$ cat src/hdl/rfar_pkg.sv
// ----------------------------------------------------------------------------
// rfar_pkg
// Shared types, constants and the hex character decoder for the RFID ASCII
// frame receiver.
// ----------------------------------------------------------------------------
package rfar_pkg;

  localparam logic [7:0]  START_MARK   = 8'h02;
  localparam logic [7:0]  END_MARK     = 8'h03;
  localparam logic [3:0]  IDX_FIRST    = 4'd1;
  localparam logic [3:0]  IDX_ID_FIRST = 4'd3;
  localparam logic [3:0]  IDX_DATA_END = 4'd10;
  localparam logic [3:0]  IDX_SUM_HI   = 4'd11;
  localparam logic [3:0]  IDX_SUM_LO   = 4'd12;
  localparam logic [3:0]  IDX_END      = 4'd13;
  localparam logic [1:0]  QUEUE_DEPTH  = 2'd2;
  localparam logic [15:0] DEBOUNCE_RST = 16'd1000;

  typedef enum logic [1:0] {
    ST_NONE    = 2'd0,
    ST_GOOD    = 2'd1,
    ST_BAD_END = 2'd2,
    ST_BAD_SUM = 2'd3
  } status_t;

  typedef enum logic {
    KIND_BYTE = 1'b0,
    KIND_TICK = 1'b1
  } kind_t;

  // One classified input transaction on its way to the back end.
  typedef struct packed {
    kind_t       kind;
    logic [7:0]  data_byte;
    logic [3:0]  nibble;
    logic        is_start;
    logic        is_end;
    logic [31:0] now_ms;
  } cmd_t;

  // One result transaction.
  typedef struct packed {
    status_t     frame_status;
    logic        new_tag;
    logic        tag_removed;
    logic        tag_present;
    logic [63:0] tag_id;
  } res_t;

  // Case-insensitive ASCII hex decode; anything else reads as zero.
  function automatic logic [3:0] hex_nibble(input logic [7:0] c);
    logic [3:0] n;
    n = 4'd0;
    if (c >= 8'h30 && c <= 8'h39) begin
      n = c[3:0];
    end else if ((c >= 8'h41 && c <= 8'h46) || (c >= 8'h61 && c <= 8'h66)) begin
      n = 4'(c[2:0] + 3'd1) + 4'd8;
    end
    return n;
  endfunction

endpackage

$ cat src/hdl/rfid_ascii_frame_receiver.sv
// ----------------------------------------------------------------------------
// rfid_ascii_frame_receiver
// Frames 14-byte ASCII tag packets from a serial byte stream, checks them,
// and tracks the tag ID and its presence using millisecond ticks.
// ----------------------------------------------------------------------------
// Each input transaction is either a received serial byte or a millisecond
// tick, and each one yields exactly one result transaction. The block takes
// one input transaction per clock while full is low. Each transaction is
// registered in the front end's command queue, then the back end updates
// the frame, ID and timer state and writes the result to the result queue.
// Both queues hold two entries, so a stalled result side fills
// the result queue and then the command queue before full rises. The
// debounce register may be written only while no transaction is in flight.
module rfid_ascii_frame_receiver (
  input  logic        clk,
  input  logic        rst_n,
  input  logic        cfg_wr_en,
  input  logic [15:0] cfg_wr_data,
  input  logic        push,
  output logic        full,
  input  logic        in_kind,
  input  logic [7:0]  in_data_byte,
  input  logic [31:0] in_now_ms,
  output logic        empty,
  input  logic        pop,
  output logic [1:0]  out_frame_status,
  output logic        out_new_tag,
  output logic        out_tag_removed,
  output logic        out_tag_present,
  output logic [63:0] out_tag_id
);
  import rfar_pkg::*;

  cmd_t cmd;
  res_t res;
  logic cmd_valid, cmd_ready;

  rfar_front u_front (
    .clk          (clk),
    .rst_n        (rst_n),
    .push         (push),
    .full         (full),
    .in_kind      (in_kind),
    .in_data_byte (in_data_byte),
    .in_now_ms    (in_now_ms),
    .cmd_valid    (cmd_valid),
    .cmd_ready    (cmd_ready),
    .cmd          (cmd)
  );

  rfar_back u_back (
    .clk         (clk),
    .rst_n       (rst_n),
    .cfg_wr_en   (cfg_wr_en),
    .cfg_wr_data (cfg_wr_data),
    .cmd_valid   (cmd_valid),
    .cmd_ready   (cmd_ready),
    .cmd         (cmd),
    .empty       (empty),
    .pop         (pop),
    .res         (res)
  );

  assign out_frame_status = res.frame_status;
  assign out_new_tag      = res.new_tag;
  assign out_tag_removed  = res.tag_removed;
  assign out_tag_present  = res.tag_present;
  assign out_tag_id       = res.tag_id;

endmodule

$ cat src/hdl/rfar_front.sv
// ----------------------------------------------------------------------------
// rfar_front
// Accepts input transactions, decodes and classifies them, and holds them in
// a two-entry command queue for the back end.
// ----------------------------------------------------------------------------
module rfar_front (
  input  logic                 clk,
  input  logic                 rst_n,
  input  logic                 push,
  output logic                 full,
  input  logic                 in_kind,
  input  logic [7:0]           in_data_byte,
  input  logic [31:0]          in_now_ms,
  output logic                 cmd_valid,
  input  logic                 cmd_ready,
  output rfar_pkg::cmd_t       cmd
);
  import rfar_pkg::*;

  cmd_t       q_r [2];
  cmd_t       cmd_in;
  logic       wp_r, wp_nxt;
  logic       rp_r, rp_nxt;
  logic [1:0] cnt_r, cnt_nxt;
  logic       wr_en, rd_en;

  always_comb begin
    cmd_in.kind      = kind_t'(in_kind);
    cmd_in.data_byte = in_data_byte;
    cmd_in.nibble    = hex_nibble(in_data_byte);
    cmd_in.is_start  = (in_data_byte == START_MARK);
    cmd_in.is_end    = (in_data_byte == END_MARK);
    cmd_in.now_ms    = in_now_ms;
  end

  assign full      = (cnt_r == QUEUE_DEPTH);
  assign cmd_valid = (cnt_r != 2'd0);
  assign cmd       = q_r[rp_r];
  assign wr_en     = push & ~full;
  assign rd_en     = cmd_valid & cmd_ready;

  always_comb begin
    wp_nxt  = wp_r ^ wr_en;
    rp_nxt  = rp_r ^ rd_en;
    cnt_nxt = cnt_r + {1'b0, wr_en} - {1'b0, rd_en};
  end

  always_ff @(posedge clk) begin
    if (!rst_n) begin
      wp_r  <= 1'b0;
      rp_r  <= 1'b0;
      cnt_r <= 2'd0;
    end else begin
      wp_r  <= wp_nxt;
      rp_r  <= rp_nxt;
      cnt_r <= cnt_nxt;
    end
  end

  always_ff @(posedge clk) begin
    if (wr_en) begin
      q_r[wp_r] <= cmd_in;
    end
  end

endmodule

$ cat src/hdl/rfar_back.sv
// ----------------------------------------------------------------------------
// rfar_back
// Executes classified transactions: frame assembly with a running checksum,
// tag ID and presence tracking, removal timing, and a two-entry result queue.
// ----------------------------------------------------------------------------
module rfar_back (
  input  logic                 clk,
  input  logic                 rst_n,
  input  logic                 cfg_wr_en,
  input  logic [15:0]          cfg_wr_data,
  input  logic                 cmd_valid,
  output logic                 cmd_ready,
  input  rfar_pkg::cmd_t       cmd,
  output logic                 empty,
  input  logic                 pop,
  output rfar_pkg::res_t       res
);
  import rfar_pkg::*;

  logic [15:0] debounce_r;
  logic        receiving_r, receiving_nxt;
  logic [3:0]  idx_r, idx_nxt;
  logic [3:0]  hi_r, hi_nxt;
  logic [7:0]  sum_r, sum_nxt;
  logic [7:0]  chk_r, chk_nxt;
  logic [63:0] id_acc_r, id_acc_nxt;
  logic [63:0] stored_r, stored_nxt;
  logic        present_r, present_nxt;
  logic        armed_r, armed_nxt;
  logic [31:0] start_r, start_nxt;
  logic [31:0] start_eff, elapsed;
  res_t        res_nxt;

  res_t        rq_r [2];
  logic        rwp_r, rrp_r;
  logic [1:0]  rcnt_r;
  logic        go, rd_en;

  assign empty     = (rcnt_r == 2'd0);
  assign res       = rq_r[rrp_r];
  assign rd_en     = pop & ~empty;
  assign cmd_ready = (rcnt_r != QUEUE_DEPTH) | rd_en;
  assign go        = cmd_valid & cmd_ready;

  assign start_eff = armed_r ? start_r : cmd.now_ms;
  assign elapsed   = cmd.now_ms - start_eff;

  always_comb begin
    receiving_nxt = receiving_r;
    idx_nxt       = idx_r;
    hi_nxt        = hi_r;
    sum_nxt       = sum_r;
    chk_nxt       = chk_r;
    id_acc_nxt    = id_acc_r;
    stored_nxt    = stored_r;
    present_nxt   = present_r;
    armed_nxt     = armed_r;
    start_nxt     = start_r;
    res_nxt.frame_status = ST_NONE;
    res_nxt.new_tag      = 1'b0;
    res_nxt.tag_removed  = 1'b0;

    if (cmd.kind == KIND_BYTE) begin
      present_nxt = 1'b1;
      armed_nxt   = 1'b0;
      start_nxt   = 32'd0;
      if (!receiving_r) begin
        if (cmd.is_start) begin
          receiving_nxt = 1'b1;
          idx_nxt       = IDX_FIRST;
          sum_nxt       = 8'd0;
        end
      end else begin
        idx_nxt = idx_r + 4'd1;
        if (idx_r <= IDX_DATA_END) begin
          // Odd positions carry the high nibble of each data byte.
          if (idx_r[0]) begin
            hi_nxt = cmd.nibble;
          end else begin
            sum_nxt = sum_r ^ {hi_r, cmd.nibble};
          end
          if (idx_r >= IDX_ID_FIRST) begin
            id_acc_nxt = {id_acc_r[55:0], cmd.data_byte};
          end
        end else begin
          case (idx_r)
            IDX_SUM_HI: hi_nxt = cmd.nibble;
            IDX_SUM_LO: chk_nxt = {hi_r, cmd.nibble};
            IDX_END: begin
              receiving_nxt = 1'b0;
              idx_nxt       = 4'd0;
              if (!cmd.is_end) begin
                res_nxt.frame_status = ST_BAD_END;
              end else if (sum_r != chk_r) begin
                res_nxt.frame_status = ST_BAD_SUM;
              end else begin
                res_nxt.frame_status = ST_GOOD;
                if (id_acc_r != stored_r) begin
                  stored_nxt      = id_acc_r;
                  res_nxt.new_tag = 1'b1;
                end
              end
            end
            default: begin
              receiving_nxt = 1'b0;
              idx_nxt       = 4'd0;
            end
          endcase
        end
      end
    end else if (present_r) begin
      if (elapsed > {16'd0, debounce_r}) begin
        present_nxt         = 1'b0;
        stored_nxt          = 64'd0;
        armed_nxt           = 1'b0;
        start_nxt           = 32'd0;
        res_nxt.tag_removed = 1'b1;
      end else begin
        armed_nxt = 1'b1;
        start_nxt = start_eff;
      end
    end

    res_nxt.tag_present = present_nxt;
    res_nxt.tag_id      = stored_nxt;
  end

  always_ff @(posedge clk) begin
    if (!rst_n) begin
      debounce_r  <= DEBOUNCE_RST;
      receiving_r <= 1'b0;
      idx_r       <= 4'd0;
      stored_r    <= 64'd0;
      present_r   <= 1'b0;
      armed_r     <= 1'b0;
      start_r     <= 32'd0;
      rwp_r       <= 1'b0;
      rrp_r       <= 1'b0;
      rcnt_r      <= 2'd0;
    end else begin
      if (cfg_wr_en) begin
        debounce_r <= cfg_wr_data;
      end
      if (go) begin
        receiving_r <= receiving_nxt;
        idx_r       <= idx_nxt;
        stored_r    <= stored_nxt;
        present_r   <= present_nxt;
        armed_r     <= armed_nxt;
        start_r     <= start_nxt;
      end
      rwp_r  <= rwp_r ^ go;
      rrp_r  <= rrp_r ^ rd_en;
      rcnt_r <= rcnt_r + {1'b0, go} - {1'b0, rd_en};
    end
  end

  always_ff @(posedge clk) begin
    if (go) begin
      hi_r       <= hi_nxt;
      sum_r      <= sum_nxt;
      chk_r      <= chk_nxt;
      id_acc_r   <= id_acc_nxt;
      rq_r[rwp_r] <= res_nxt;
    end
  end

endmodule
$ cat config.mk
export PLATFORM = sky130hd
export DESIGN_NAME = rfid_ascii_frame_receiver
export DESIGN_NICKNAME = d
export VERILOG_FILES = /design/src/hdl/rfar_pkg.sv /design/src/hdl/rfid_ascii_frame_receiver.sv /design/src/hdl/rfar_front.sv /design/src/hdl/rfar_back.sv
export SDC_FILE = /design/constraint.sdc
export NUM_CORES = 1
export LEC_CHECK = 0
export BUFFER_PORTS_ARGS = -buffer_cell sky130_fd_sc_hd__buf_2
export CAP_MARGIN = 30
export CORE_ASPECT_RATIO = 0.9
export CORE_UTILIZATION = 49
export DETAILED_ROUTE_END_ITERATION = 7
export PLACE_DENSITY_LB_ADDON = 0.3
export SLEW_MARGIN = 20
export SYNTH_ARGS = -nofsm -noshare
export SYNTH_HDL_FRONTEND = slang
export SYNTH_HIERARCHICAL = 1
export SYNTH_SLANG_ARGS = --single-unit
$ cat constraint.sdc
create_clock -name clk -period 7.3 [get_ports clk]
set_input_delay 1.095 -clock clk [delete_from_list [all_inputs] [get_ports clk]]
set_output_delay 1.095 -clock clk [all_outputs]
set_load 0.005 [all_outputs]
==> summary.txt, run 1 <==
Run status
  – Status: finished clean

CTS
  – Clock Tree Root: clkbuf_16
  – Clock latency on the worst-skew pair: 0.58 ns
  – CTS Buffer Depth: 3
  – Clock Sinks: 445
  – Number of CTS-inserted buffers: 46
  – Resize count post-CTS: 0
  – Setup bufs post-CTS: 0
  – CTS tree: built
  – Hold-fix buffers, CTS: 0
  – H-tree Lvls: 2
  – Reg clk slew, reported paths: 0.06 ns

Place
  – Quantity of I/O buffers inserted on ports: 132
  – Pre-CTS setup slack: 0.651 ns
  – GPL Wtd Cong: 0.872
  – DP HPWL: 28700 um

Drt
  – # DRC: 0
  – Final wirelength: 43400 um
  – DR vias: 12356
  – DRT iter0 DRCs: 886
  – Final ANT Viol Nets: 0
  – Routed wire per std cell: 20.0 um
  – Drt via density: 5.68
  – Detailed Routing Iterations Pass 1: 5

GRT
  – Global-route wire length before repair: 68100 um
  – Total GRT Usage: 0.211
  – Vias in the first global route: 12264
  – Initial antenna violation count: 3
  – Largest net degree at the start of global routing: 65
  – GR Overflow Total: 0

Finish
  – Ant. Diodes: 0
  – Post-Route Utilization: 0.569
  – FILL cells: 3169
  – Reg area: 12100 um2
  – Fin nets: 1736
  – Share of cells above drive strength 1: 0.244
  – Synth-to-Final Area Change: 13.9%
  – Multi-input gate area: 7330 um2

Critical path
  – CP startpoint kind: register
  – Crit-path max FO: 23
  – Crit path max-delay family: simple AND/OR/NAND/NOR gates
  – CP Class: register to register
  – CP Buf/Inv Count: 2
  – Crit path DAT: 7.07 ns
  – CP endpoint kind: register
  – CP Data Required Time: 7.74 ns
  – CP Cell Sequence: mux2_2 -> inv_1 -> o21ai_0 -> ha_1 -> fa_1 -> nand2b_1 -> a21oi_1 -> or2_2 -> nor2b_1 -> o21ai_0 -> nand2b_1 -> a21oi_1 -> xnor2_1 -> ha_1 -> nand2_1 -> or4_1 -> o22ai_1 -> nand4_1 -> nor4_4 -> nand3_2 -> o311a_2 -> nor2_4 -> buf_12 -> a22o_1
  – Slowest-stage cell, CP: nor2_4
  – Largest stage delay, worst path: 0.65 ns

Yosys
  – Mapped Avg Cell Area: 13.5 um2
  – Cells after synthesis: 1472
  – Mapped Nets: 1600
  – Register area share after synthesis: 0.610
  – YS warnings: 6
  – Async SR Flop Fraction: 0
  – Register bit total from synthesis: 445
  – Number of synthesized flops with an enable pin: 316
  – Distinct cells, synth: 70
  – Post-Syn Area: 19800 um2
  – Synth Flop Type: edfxtp_1

Floorplan
  – Effective utilization at floorplan: 0.500
  – IO Count: 133
  – Die span in x: 214 um
  – Vert. Die Dim: 193 um
  – Core box area: 39600 um2
  – Site row count: 69
  – DIE AREA: 41200 um2

STA
  – Final setup fails: 0
  – Worst relative slew slack: 0.395
  – Achievable Freq: 0.151 GHz
  – Worst-Margin Slew: 0.908 ns
  – Max-slew violation count: 0
  – TNS Setup: 0 ns
  – Final Cycle Share: 0.908
  – Worst Slack Setup Final: 0.669 ns
  – Setup Skew: 0.0213 ns
  – Minimum clock period: 6.63 ns
  – RSZ-0062 raised after global routing: no
  – Final Hold Viols: 0

Power
  – Static leakage: 0.00813 uW
  – Pwr dens: 372 nW/um2
  – Peak supply drop: 0.224 mV

Flow run
  – Max cap viols: 0

Worst hold path
  – Worst min path class: register to register
cell families after synthesis:
group | Yosys count | share of synthesized area
AND/OR/NAND/NOR | 269 | 0.0691
XOR/XNOR | 106 | 0.0469
multiplexers | 162 | 0.0893
AO/OA/AOI/OAI | 322 | 0.120
flip-flops | 445 | 0.610
buffers and inverters | 102 | 0.0229
adder cells (fa/ha/maj) | 66 | 0.0421
registers in the layout, summed over array words and instances (netlist names), 2 cells and up, named ones only:
name               count
u_back/rq_r          138
u_front/q_r           94
u_back/id_acc_r       64
u_back/stored_r       64
u_back/start_r        32
u_back/debounce_r     16
u_back/chk_r           8
u_back/sum_r           8
u_back/hi_r            4
u_back/idx_r           4
u_back/rcnt_r          2
u_front/cnt_r          2
cells in the final DEF (no fill, tap or decap), types with 15 or more instances in the layout:
cell	instances
edfxtp_1	316
buf_2	132
dfxtp_1	126
mux2_2	117
a22o_1	100
nand2_1	90
xnor2_1	85
ha_1	61
o21ai_0	59
a21oi_1	56
nor2_1	51
clkbuf_16	46
mux2i_1	44
inv_1	35
nand4_1	33
a22o_2	29
xor2_1	21
nand3_1	17
clkbuf_1	16
buf_4	15
cell usage after synthesis, types with 35 or more instances:
| master | n | area [um2] |
|---|---|---|
| a21oi_1 | 56 | 280 |
| a22o_1 | 100 | 876 |
| clkbuf_1 | 37 | 139 |
| dfxtp_1 | 129 | 2580 |
| edfxtp_1 | 316 | 9490 |
| ha_1 | 65 | 813 |
| inv_1 | 35 | 131 |
| mux2_2 | 117 | 1320 |
| mux2i_1 | 44 | 440 |
| nand2_1 | 90 | 338 |
| nor2_1 | 52 | 195 |
| o21ai_0 | 59 | 295 |
| xnor2_1 | 85 | 744 |
through the flow:
stage | total power (uW) | area [um2] | cells | hold slack [ns]
2_1_floorplan | 5350 | 19800 | 1472 | 0.425
3_3_place_gp | 6150 | 21000 | 2088 | 0.434
5_1_grt | 8880 | 22600 | 2176 | 0.474
6_report | 8390 | 22600 | 2176 | 0.456
4_1_cts | 8460 | 22500 | 2175 | 0.461
3_5_place_dp | 6210 | 21100 | 2091 | 0.445
final timing paths:
path | from | endpoint | slack [ns] | cells past startpoint
hold reg to reg | u_back/start_r[18] | u_back/start_r[18] | 0.46 | 2
setup / recovery | register | u_back/rq_r[1][63] | 0.67 | 24
setup reg to reg | register | u_back/rq_r[1][63] | 0.67 | 24
hold / removal | u_back/start_r[18] | u_back/start_r[18] | 0.46 | 2
worst reg2reg max path: cells and delay by family (launching register included):
family                     cells  cell delay, ns
muxes                          1            0.40
AOI/OAI and AO/OA              7            1.48
buffers and inverters          2            0.35
adders and majority gates      3            0.96
DFF                            1            0.62
xor gates and xnor gates       1            0.14
and+or+nand+nor               10            2.55
cell type report:
class                   instances  share of cell area
multi-input cells             925               0.325
clock buffers                  67              0.0568
flip-flops and latches        445               0.536
well taps                     532              0.0295
inverters                      36             0.00599
clock inverters                17             0.00616
repair buffers                154              0.0412
layer usage:
layer  up-vias  global-route usage  part of all wire
met2       277               0.337              0.46
met1      6135               0.297              0.47
met4         4              0.0664             0.022
li1       5869                   -                 -
met5         -                   0           0.00060
met3        71              0.0345             0.046
power by group:
group,switching [uW],internal (uW)
sequential,130,3100
clock,955,1260
combinational,1730,1220
total,2810,5580
Note: power is estimated with default switching activity, not from simulation.
==> inputs of run 2 (changes only) <==
--- a/config.mk
+++ b/config.mk
@@ -6,7 +6,6 @@
 export NUM_CORES = 1
 export LEC_CHECK = 0
 export BUFFER_PORTS_ARGS = -buffer_cell sky130_fd_sc_hd__buf_2
-export CAP_MARGIN = 30
 export CORE_ASPECT_RATIO = 0.9
 export CORE_UTILIZATION = 49
 export DETAILED_ROUTE_END_ITERATION = 7
@@ -14,5 +13,4 @@
 export SLEW_MARGIN = 20
 export SYNTH_ARGS = -nofsm -noshare
 export SYNTH_HDL_FRONTEND = slang
-export SYNTH_HIERARCHICAL = 1
 export SYNTH_SLANG_ARGS = --single-unit
==> summary.txt, run 2 <==
Finish
  – Commonest non-fill, non-tap cell in the layout: edfxtp_1
  – Largest registers: u_back.rq_r x138, u_front.q_r x94
  – Number of flip-flops in the largest register: 138 (unchanged)
  – Most frequent cells in the layout: 316 x edfxtp_1, 132 x buf_2, 130 x a22o_1, 126 x dfxtp_1, 114 x mux2_2
  – Share of cells above drive strength 1: 0.208 (-0.0355)
  – Largest Register: u_back.rq_r
  – Ant. Diodes: 0 (unchanged)
  – Synth-to-Final Area Change: 13.7%
  – Fin nets: 1759 (+1.3%)

GRT
  – Met3 GRT Util: 0.0442 (+0.00967)
  – M1 GR Usage: 0.312 (+0.0155)
  – Total GRT Usage: 0.217 (+0.00530)
  – Largest net degree at the start of global routing: 70 (+7.7%)
  – Met2 Use GR: 0.339 (+0.00206)
  – Initial antenna violation count: 0 (-3)
  – GR peak layer: met2
  – GR Overflow Total: 0 (unchanged)
  – Vias in the first global route: 12443 (+1.5%)
  – Global-route wire length before repair: 70400 um (+3.4%)

Floorplan
  – DIE AREA: 41600 um2 (+0.89%)
  – IO Count: 133 (unchanged)
  – Effective utilization at floorplan: 0.502 (+0.00230)
  – Site row count: 69 (unchanged)
  – Core box area: 39800 um2 (+0.44%)
  – Vert. Die Dim: 194 um (+0.44%)
  – Die span in x: 215 um (+0.44%)

STA
  – RSZ-0062 raised after global routing: no
  – Worst-Margin Slew: 1.12 ns (+0.209 ns)
  – Final Hold Viols: 0 (unchanged)
  – Final setup fails: 0 (unchanged)
  – Setup Skew: 0.0319 ns (+0.0106 ns)
  – Worst relative slew slack: 0.256 (-0.139)
  – Minimum clock period: 6.41 ns (-0.219 ns)
  – TNS Setup: 0 ns (unchanged)
  – Achievable Freq: 0.156 GHz (+3.4%)
  – Final Cycle Share: 0.878 (-0.0300)
  – Max-slew violation count: 0 (unchanged)

Drt
  – Detailed Routing Iterations Pass 1: 6 (+1)
  – Routed wire per std cell: 20.8 um (+4.0%)
  – DR vias: 12812 (+3.7%)
  – Drt via density: 5.82 (+2.5%)
  – Final wirelength: 45700 um (+5.3%)
  – DRT iter0 DRCs: 1075 (+21%)
  – # DRC: 0 (unchanged)
  – Final ANT Viol Nets: 0 (unchanged)

Power
  – Peak supply drop: 0.248 mV (+11%)
  – Sequential power share: 0.378 (-0.007)
  – Combinational Power Share: 0.343 (-0.008)
  – Pwr dens: 380 nW/um2 (+2.3%)
  – Switch share: 0.336 (+0.000962)
  – Clock power frac: 0.279 (+0.015)
  – Switching power: 2910 uW (+3.4%)
  – Power, Total: 8650 uW (+3.1%)
  – Static leakage: 0.00818 uW (+0.64%)
  – Internal: 5740 uW (+2.9%)

Yosys
  – Register area share after synthesis: 0.604 (-0.00542)
  – Distinct cells, synth: 76 (+8.6%)
  – Cells after synthesis: 1510 (+2.6%)
  – Cell taking the most area after synthesis: edfxtp_1
  – Top-area cell type share of the netlist area: 0.475 (-0.00426)
  – Count leader, synth: edfxtp_1
  – Most area-consuming cells after synthesis: edfxtp_1 47%, dfxtp_1 13%, mux2_2 6.4%, a22o_1 5.7%, xnor2_1 4.0%
  – Mapped Avg Cell Area: 13.2 um2 (-1.6%)
  – Mapped Nets: 1636 (+2.3%)
  – Async SR Flop Fraction: 0 (unchanged)
  – Most instantiated cells after synthesis: 316 x edfxtp_1, 130 x a22o_1, 129 x dfxtp_1
  – Post-Syn Area: 20000 um2 (+0.90%)
  – Register bit total from synthesis: 445 (unchanged)
  – Number of synthesized flops with an enable pin: 316 (unchanged)
  – Synth Flop Type: edfxtp_1
  – YS warnings: 0 (-6)

CTS
  – Resize count post-CTS: 0 (unchanged)
  – Clock latency on the worst-skew pair: 0.60 ns (+0.02 ns)
  – CTS tree: built
  – Setup bufs post-CTS: 0 (unchanged)
  – Reg clk slew, reported paths: 0.06 ns (about the same)
  – H-tree Lvls: 2 (unchanged)
  – Clock Sinks: 445 (unchanged)
  – Clock Tree Root: clkbuf_16
  – CTS Buffer Depth: 3 (unchanged)
  – Hold-fix buffers, CTS: 0 (unchanged)
  – Number of CTS-inserted buffers: 45 (-2.2%)

Critical path
  – CP Class: register to register
  – Crit-path max FO: 64 (+180%)
  – Crit path DAT: 6.86 ns (-0.21 ns)
  – CP startpoint kind: register
  – CP Data Required Time: 7.75 ns (about the same)
  – CP endpoint kind: register

Place
  – Quantity of I/O buffers inserted on ports: 132 (unchanged)
  – GPL Wtd Cong: 0.899 (+3.1%)
  – DP HPWL: 30800 um (+7.5%)

Flow run
  – Max cap viols: 0 (unchanged)

Worst hold path
  – Worst min path class: register to register

Run status
  – Status: finished clean
[run 2: cell types whose count changed after synthesis, sizes merged, moves of 4 or more]
cell     delta
inv         +6
or3         -4
a21o        +9
nor3        +6
o2bb2ai     +4
nor2       +16
xor2       -10
mux2        -4
a21oi      -17
xnor2       +7
and4        +4
nand3       +5
[run 2: layer usage]
layer | wire [um] | part of all wire
met5 | 0 | 0
met4 | 637 | 0.014
met3 | 2490 | 0.054
met2 | 20900 | 0.46
met1 | 21700 | 0.47
[run 2: layout make-up]
type | instances | area, um2
Inverter | 42 | 158
Clock buffer | 60 | 1220
Fill cell | 3188 | 17100
Multi-Input combinational cell | 955 | 7500
Clock inverter | 24 | 347
Tap cell | 532 | 666
Sequential cell | 445 | 12100
Timing Repair Buffer | 144 | 763
[run 2: power groups by stage]
| stage | clock network (uW) | logic, uW | registers, uW |
|---|---|---|---|
| CTS | 2460 | 2970 | 3270 |
| global placement | 0 | 2910 | 3310 |
| finish | 2410 | 2960 | 3270 |
| detailed placement | 0 | 2950 | 3330 |
| floorplan | 0 | 2030 | 3270 |
| global route | 2560 | 3220 | 3310 |
[run 2: metrics by stage]
stage               worst slack, ns  cells  instance area (um2)  utilization  hold slack (ns)
floorplan                      1.22   1510                20000            -            0.425
global placement               1.09   2118                21200        0.532            0.435
CTS                           0.895   2202                22700        0.571            0.449
global route                  0.471   2202                22700        0.571            0.471
finish                        0.888   2202                22700        0.571            0.448
detailed placement            0.931   2118                21200        0.532            0.442
[run 2: cell families after synthesis]
| group | synth area share |
|---|---|
| flip-flops | 0.604 |
| AO/OA/AOI/OAI | 0.127 |
| buffers and inverters | 0.0234 |
| XOR/XNOR | 0.0451 |
| AND/OR/NAND/NOR | 0.0730 |
| adder cells (fa/ha/maj) | 0.0404 |
| multiplexers | 0.0870 |
[run 2: worst paths after layout]
check,cells past startpoint,slack (ns),startpoint,endpoint
hold / removal,2,0.45,u_back.start_r[22],u_back.start_r[22]
setup / recovery,22,0.89,register,u_back.rq_r[0][25]
setup reg to reg,22,0.89,register,u_back.rq_r[0][25]
hold reg to reg,2,0.45,u_back.start_r[22],u_back.start_r[22]
[run 2: critical path, cell delays in order (launching register included)]
cell and delay [ns]:
dfxtp_2 0.57, mux2_2 0.40, inv_1 0.06, ha_1 0.16, inv_1 0.05, fa_1 0.39, a21oi_1 0.31, a21oi_1 0.13
o211a_1 0.31, a211o_4 0.40, nand2_1 0.09, xnor2_1 0.10, ha_1 0.34, nand4_1 0.15, nor4_1 0.38, inv_1 0.07
o21ai_0 0.48, o211ai_1 0.16, or4b_1 0.54, nor4_4 0.39, o21ba_2 0.21, buf_12 0.30, a22o_1 0.22
==> inputs of run 3 (changes only) <==
--- a/config.mk
+++ b/config.mk
@@ -8,6 +8,7 @@
 export BUFFER_PORTS_ARGS = -buffer_cell sky130_fd_sc_hd__buf_2
 export CORE_ASPECT_RATIO = 0.9
 export CORE_UTILIZATION = 49
+export CTS_BUF_LIST = sky130_fd_sc_hd__clkbuf_2
 export DETAILED_ROUTE_END_ITERATION = 7
 export PLACE_DENSITY_LB_ADDON = 0.3
 export SLEW_MARGIN = 20
==> constraint.sdc (replaced) <==
create_clock -name clk -period 6.7 [get_ports clk]
set_input_delay 1.005 -clock clk [delete_from_list [all_inputs] [get_ports clk]]
set_output_delay 1.005 -clock clk [all_outputs]
set_load 0.005 [all_outputs]
==> summary.txt, run 3 (synthesis gave the netlist of run 2 again) <==
Worst hold path
  – Min-delay src: cfg_wr_data[13]
  – Worst min path class: input pin to register

CTS
  – Clock latency on the worst-skew pair: 1.16 ns (+0.56 ns)
  – Reg clk slew, reported paths: 0.11 ns (+0.05 ns)
  – Clock Tree Root: clkbuf_2
  – CTS Buffer Depth: 3 (unchanged)
  – CTS tree: built
  – H-tree Lvls: 3 (+1)
  – Number of CTS-inserted buffers: 108 (+140%)
  – Clock Sinks: 445 (unchanged)

STA
  – Final setup fails: 0 (unchanged)
  – Max-slew violation count: 0 (unchanged)
  – Minimum clock period: 6.17 ns (-0.242 ns)
  – Achievable Freq: 0.162 GHz (+3.9%)
  – Final Hold Viols: 0 (unchanged)
  – Worst relative slew slack: 0.269 (+0.0138)
  – TNS Setup: 0 ns (unchanged)
  – Final Cycle Share: 0.921 (+0.0425)
  – Setup Skew: 0.151 ns (+0.119 ns)
  – Worst-Margin Slew: 1.10 ns (-0.0206 ns)
  – RSZ-0062 raised after global routing: no

Finish
  – Number of flip-flops in the largest register: 138 (unchanged)
  – Post-Route Utilization: 0.566 (-0.00531)
  – Fin area: 22500 um2 (-0.93%)
  – Most frequent cells in the layout: 316 x edfxtp_1, 168 x clkbuf_2, 132 x buf_2, 130 x a22o_1, 126 x dfxtp_1
  – Non-filler cells, final: 2350 (+6.7%)
  – Largest Register: u_back.rq_r
  – Fin nets: 1849 (+5.1%)
  – Share of cells above drive strength 1: 0.256 (+0.0477)
  – Commonest non-fill, non-tap cell in the layout: edfxtp_1
  – Synth-to-Final Area Change: 12.7%
  – Largest registers: u_back.rq_r x138, u_front.q_r x94

Floorplan
  – Vert. Die Dim: 194 um (unchanged)
  – Effective utilization at floorplan: 0.502 (unchanged)
  – Core box area: 39800 um2 (unchanged)
  – IO Count: 133 (unchanged)
  – Site row count: 69 (unchanged)
  – DIE AREA: 41600 um2 (unchanged)
  – Die span in x: 215 um (unchanged)

Critical path
  – Crit-path max FO: 64 (unchanged)
  – CP startpoint kind: register
  – Critical R2R Capture: u_back.rq_r[1][4]
  – CP Data Required Time: 7.60 ns (-0.15 ns)
  – Largest stage delay, worst path: 0.54 ns (-0.03 ns)
  – Critical R2R Launch: u_back.armed_r
  – Slowest-stage cell, CP: dfxtp_2
  – Register-to-register setup slack: 0.53 ns (-0.36 ns)
  – Crit path launch: u_back.armed_r
  – Worst reg-to-reg path cell count: 20 (-9.1%)
  – CP endpoint kind: register
  – CP Cell Sequence: buf_4 -> mux2i_1 -> ha_1 -> nand4_1 -> a211o_1 -> a31o_2 -> nand3_1 -> a21oi_1 -> xnor2_1 -> ha_1 -> nand4_1 -> nor4_1 -> inv_1 -> o21ai_0 -> o211ai_1 -> or4b_1 -> nor4_4 -> o21ba_2 -> buf_12 -> a22o_1
  – CP Class: register to register
  – Crit path to: u_back.rq_r[1][4]
  – Crit path DAT: 7.07 ns (+0.21 ns)

GRT
  – GR Overflow Total: 0 (unchanged)
  – Largest net degree at the start of global routing: 70 (unchanged)
  – Initial antenna violation count: 2 (+2)
  – Vias in the first global route: 13072 (+5.1%)
  – Total GRT Usage: 0.223 (+0.00635)
  – Global-route wire length before repair: 72400 um (+2.8%)

Place
  – Quantity of I/O buffers inserted on ports: 132 (unchanged)
  – Placed inst area: 21200 um2 (+0.17%)
  – DP HPWL: 31000 um (+0.45%)
  – Placed cell count: 2121 (+0.14%)
  – GPL Wtd Cong: 0.892 (-0.80%)

Drt
  – Detailed Routing Iterations Pass 1: 6 (unchanged)
  – DRT iter0 DRCs: 1022 (-4.9%)
  – # DRC: 0 (unchanged)
  – Final wirelength: 47000 um (+2.8%)
  – Final ANT Viol Nets: 0 (unchanged)
  – Routed wire per std cell: 20.0 um (-3.7%)
  – DR vias: 13349 (+4.2%)
  – Drt via density: 5.68 (-2.4%)

Power
  – Static leakage: 0.00835 uW (+2.1%)
  – Pwr dens: 385 nW/um2 (+1.1%)
  – Peak supply drop: 0.267 mV (+7.6%)

Run status
  – Status: finished clean

Flow run
  – Max cap viols: 0 (unchanged)
## run 3: cell count changes in the layout (fill, tap and decap cells not counted), moves of 4 or more
cell,delta
dlygate4sd3_1,+23
clkbuf_1,-11
diode_2,+6
bufinv_16,-5
clkbuf_16,-45
clkinv_1,+14
clkbuf_8,-4
clkbuf_2,+168
## run 3: where the power goes
part           switching [uW]  internal (uW)  leakage [uW]
clock                    1090            760      0.000799
sequential                147           3410       0.00401
combinational            1950           1300       0.00354
## run 3: per-layer routing
| metal | part of all wire | routed length [um] | up-vias | global-route usage |
|---|---|---|---|---|
| met4 | 0.015 | 711 | 0 | 0.0704 |
| met2 | 0.46 | 21700 | 424 | 0.341 |
| li1 | - | - | 6300 | - |
| met1 | 0.47 | 21900 | 6571 | 0.319 |
| met5 | 0 | 0 | - | 0 |
| met3 | 0.058 | 2710 | 54 | 0.0453 |
## run 3: area by class of cell
cell class / instances / area, um2
Antenna cell: 6 / 15.0
Clock buffer: 168 / 841
Clock inverter: 31 / 214
Fill cell: 3334 / 17300
Inverter: 42 / 158
Multi-Input combinational cell: 955 / 7500
Sequential cell: 445 / 12100
Tap cell: 532 / 666
Timing Repair Buffer: 171 / 1050
## run 3: worst min-delay path by stage
stage | endpoint | depth (start not counted)
6_report | u_back.debounce_r[13] | 3
5_1_grt | u_front.q_r[1][46] | 1
4_1_cts | u_back.debounce_r[5] | 3
3_5_place_dp | u_back.start_r[0] | 2
3_3_place_gp | u_back.start_r[20] | 2
2_1_floorplan | u_back.start_r[18] | 2
## run 3: through the flow
step | hold slack [ns] | power [uW] | setup WS, ns
final | 0.136 | 8660 | 0.530
after global routing | -0.0163 | 9210 | 0.0191
after CTS | 0.00224 | 8700 | 0.434
after detailed placement | 0.445 | 6830 | 0.542
after global placement | 0.434 | 6780 | 0.663
after floorplan | 0.425 | 5760 | 0.618
## run 3: timing repair
action / CTS / global route
setup endpoints to repair: 0 / 38
gates resized for setup: 0 / 1
hold buffers: 22 / 1
setup buffers: 0 / 0
hold endpoints to repair: 40 / 1
## run 3: worst max-delay path, delay by kind of cell (launching register included)
family	cells	cell delay (ns)
AND/OR/NAND/NOR	6	1.90
AO/OA/AOI/OAI	7	1.69
adder cells (fa/ha/maj)	2	0.66
buffers and inverters	3	0.64
flip-flops	1	0.54
multiplexers	1	0.28
XOR/XNOR	1	0.16
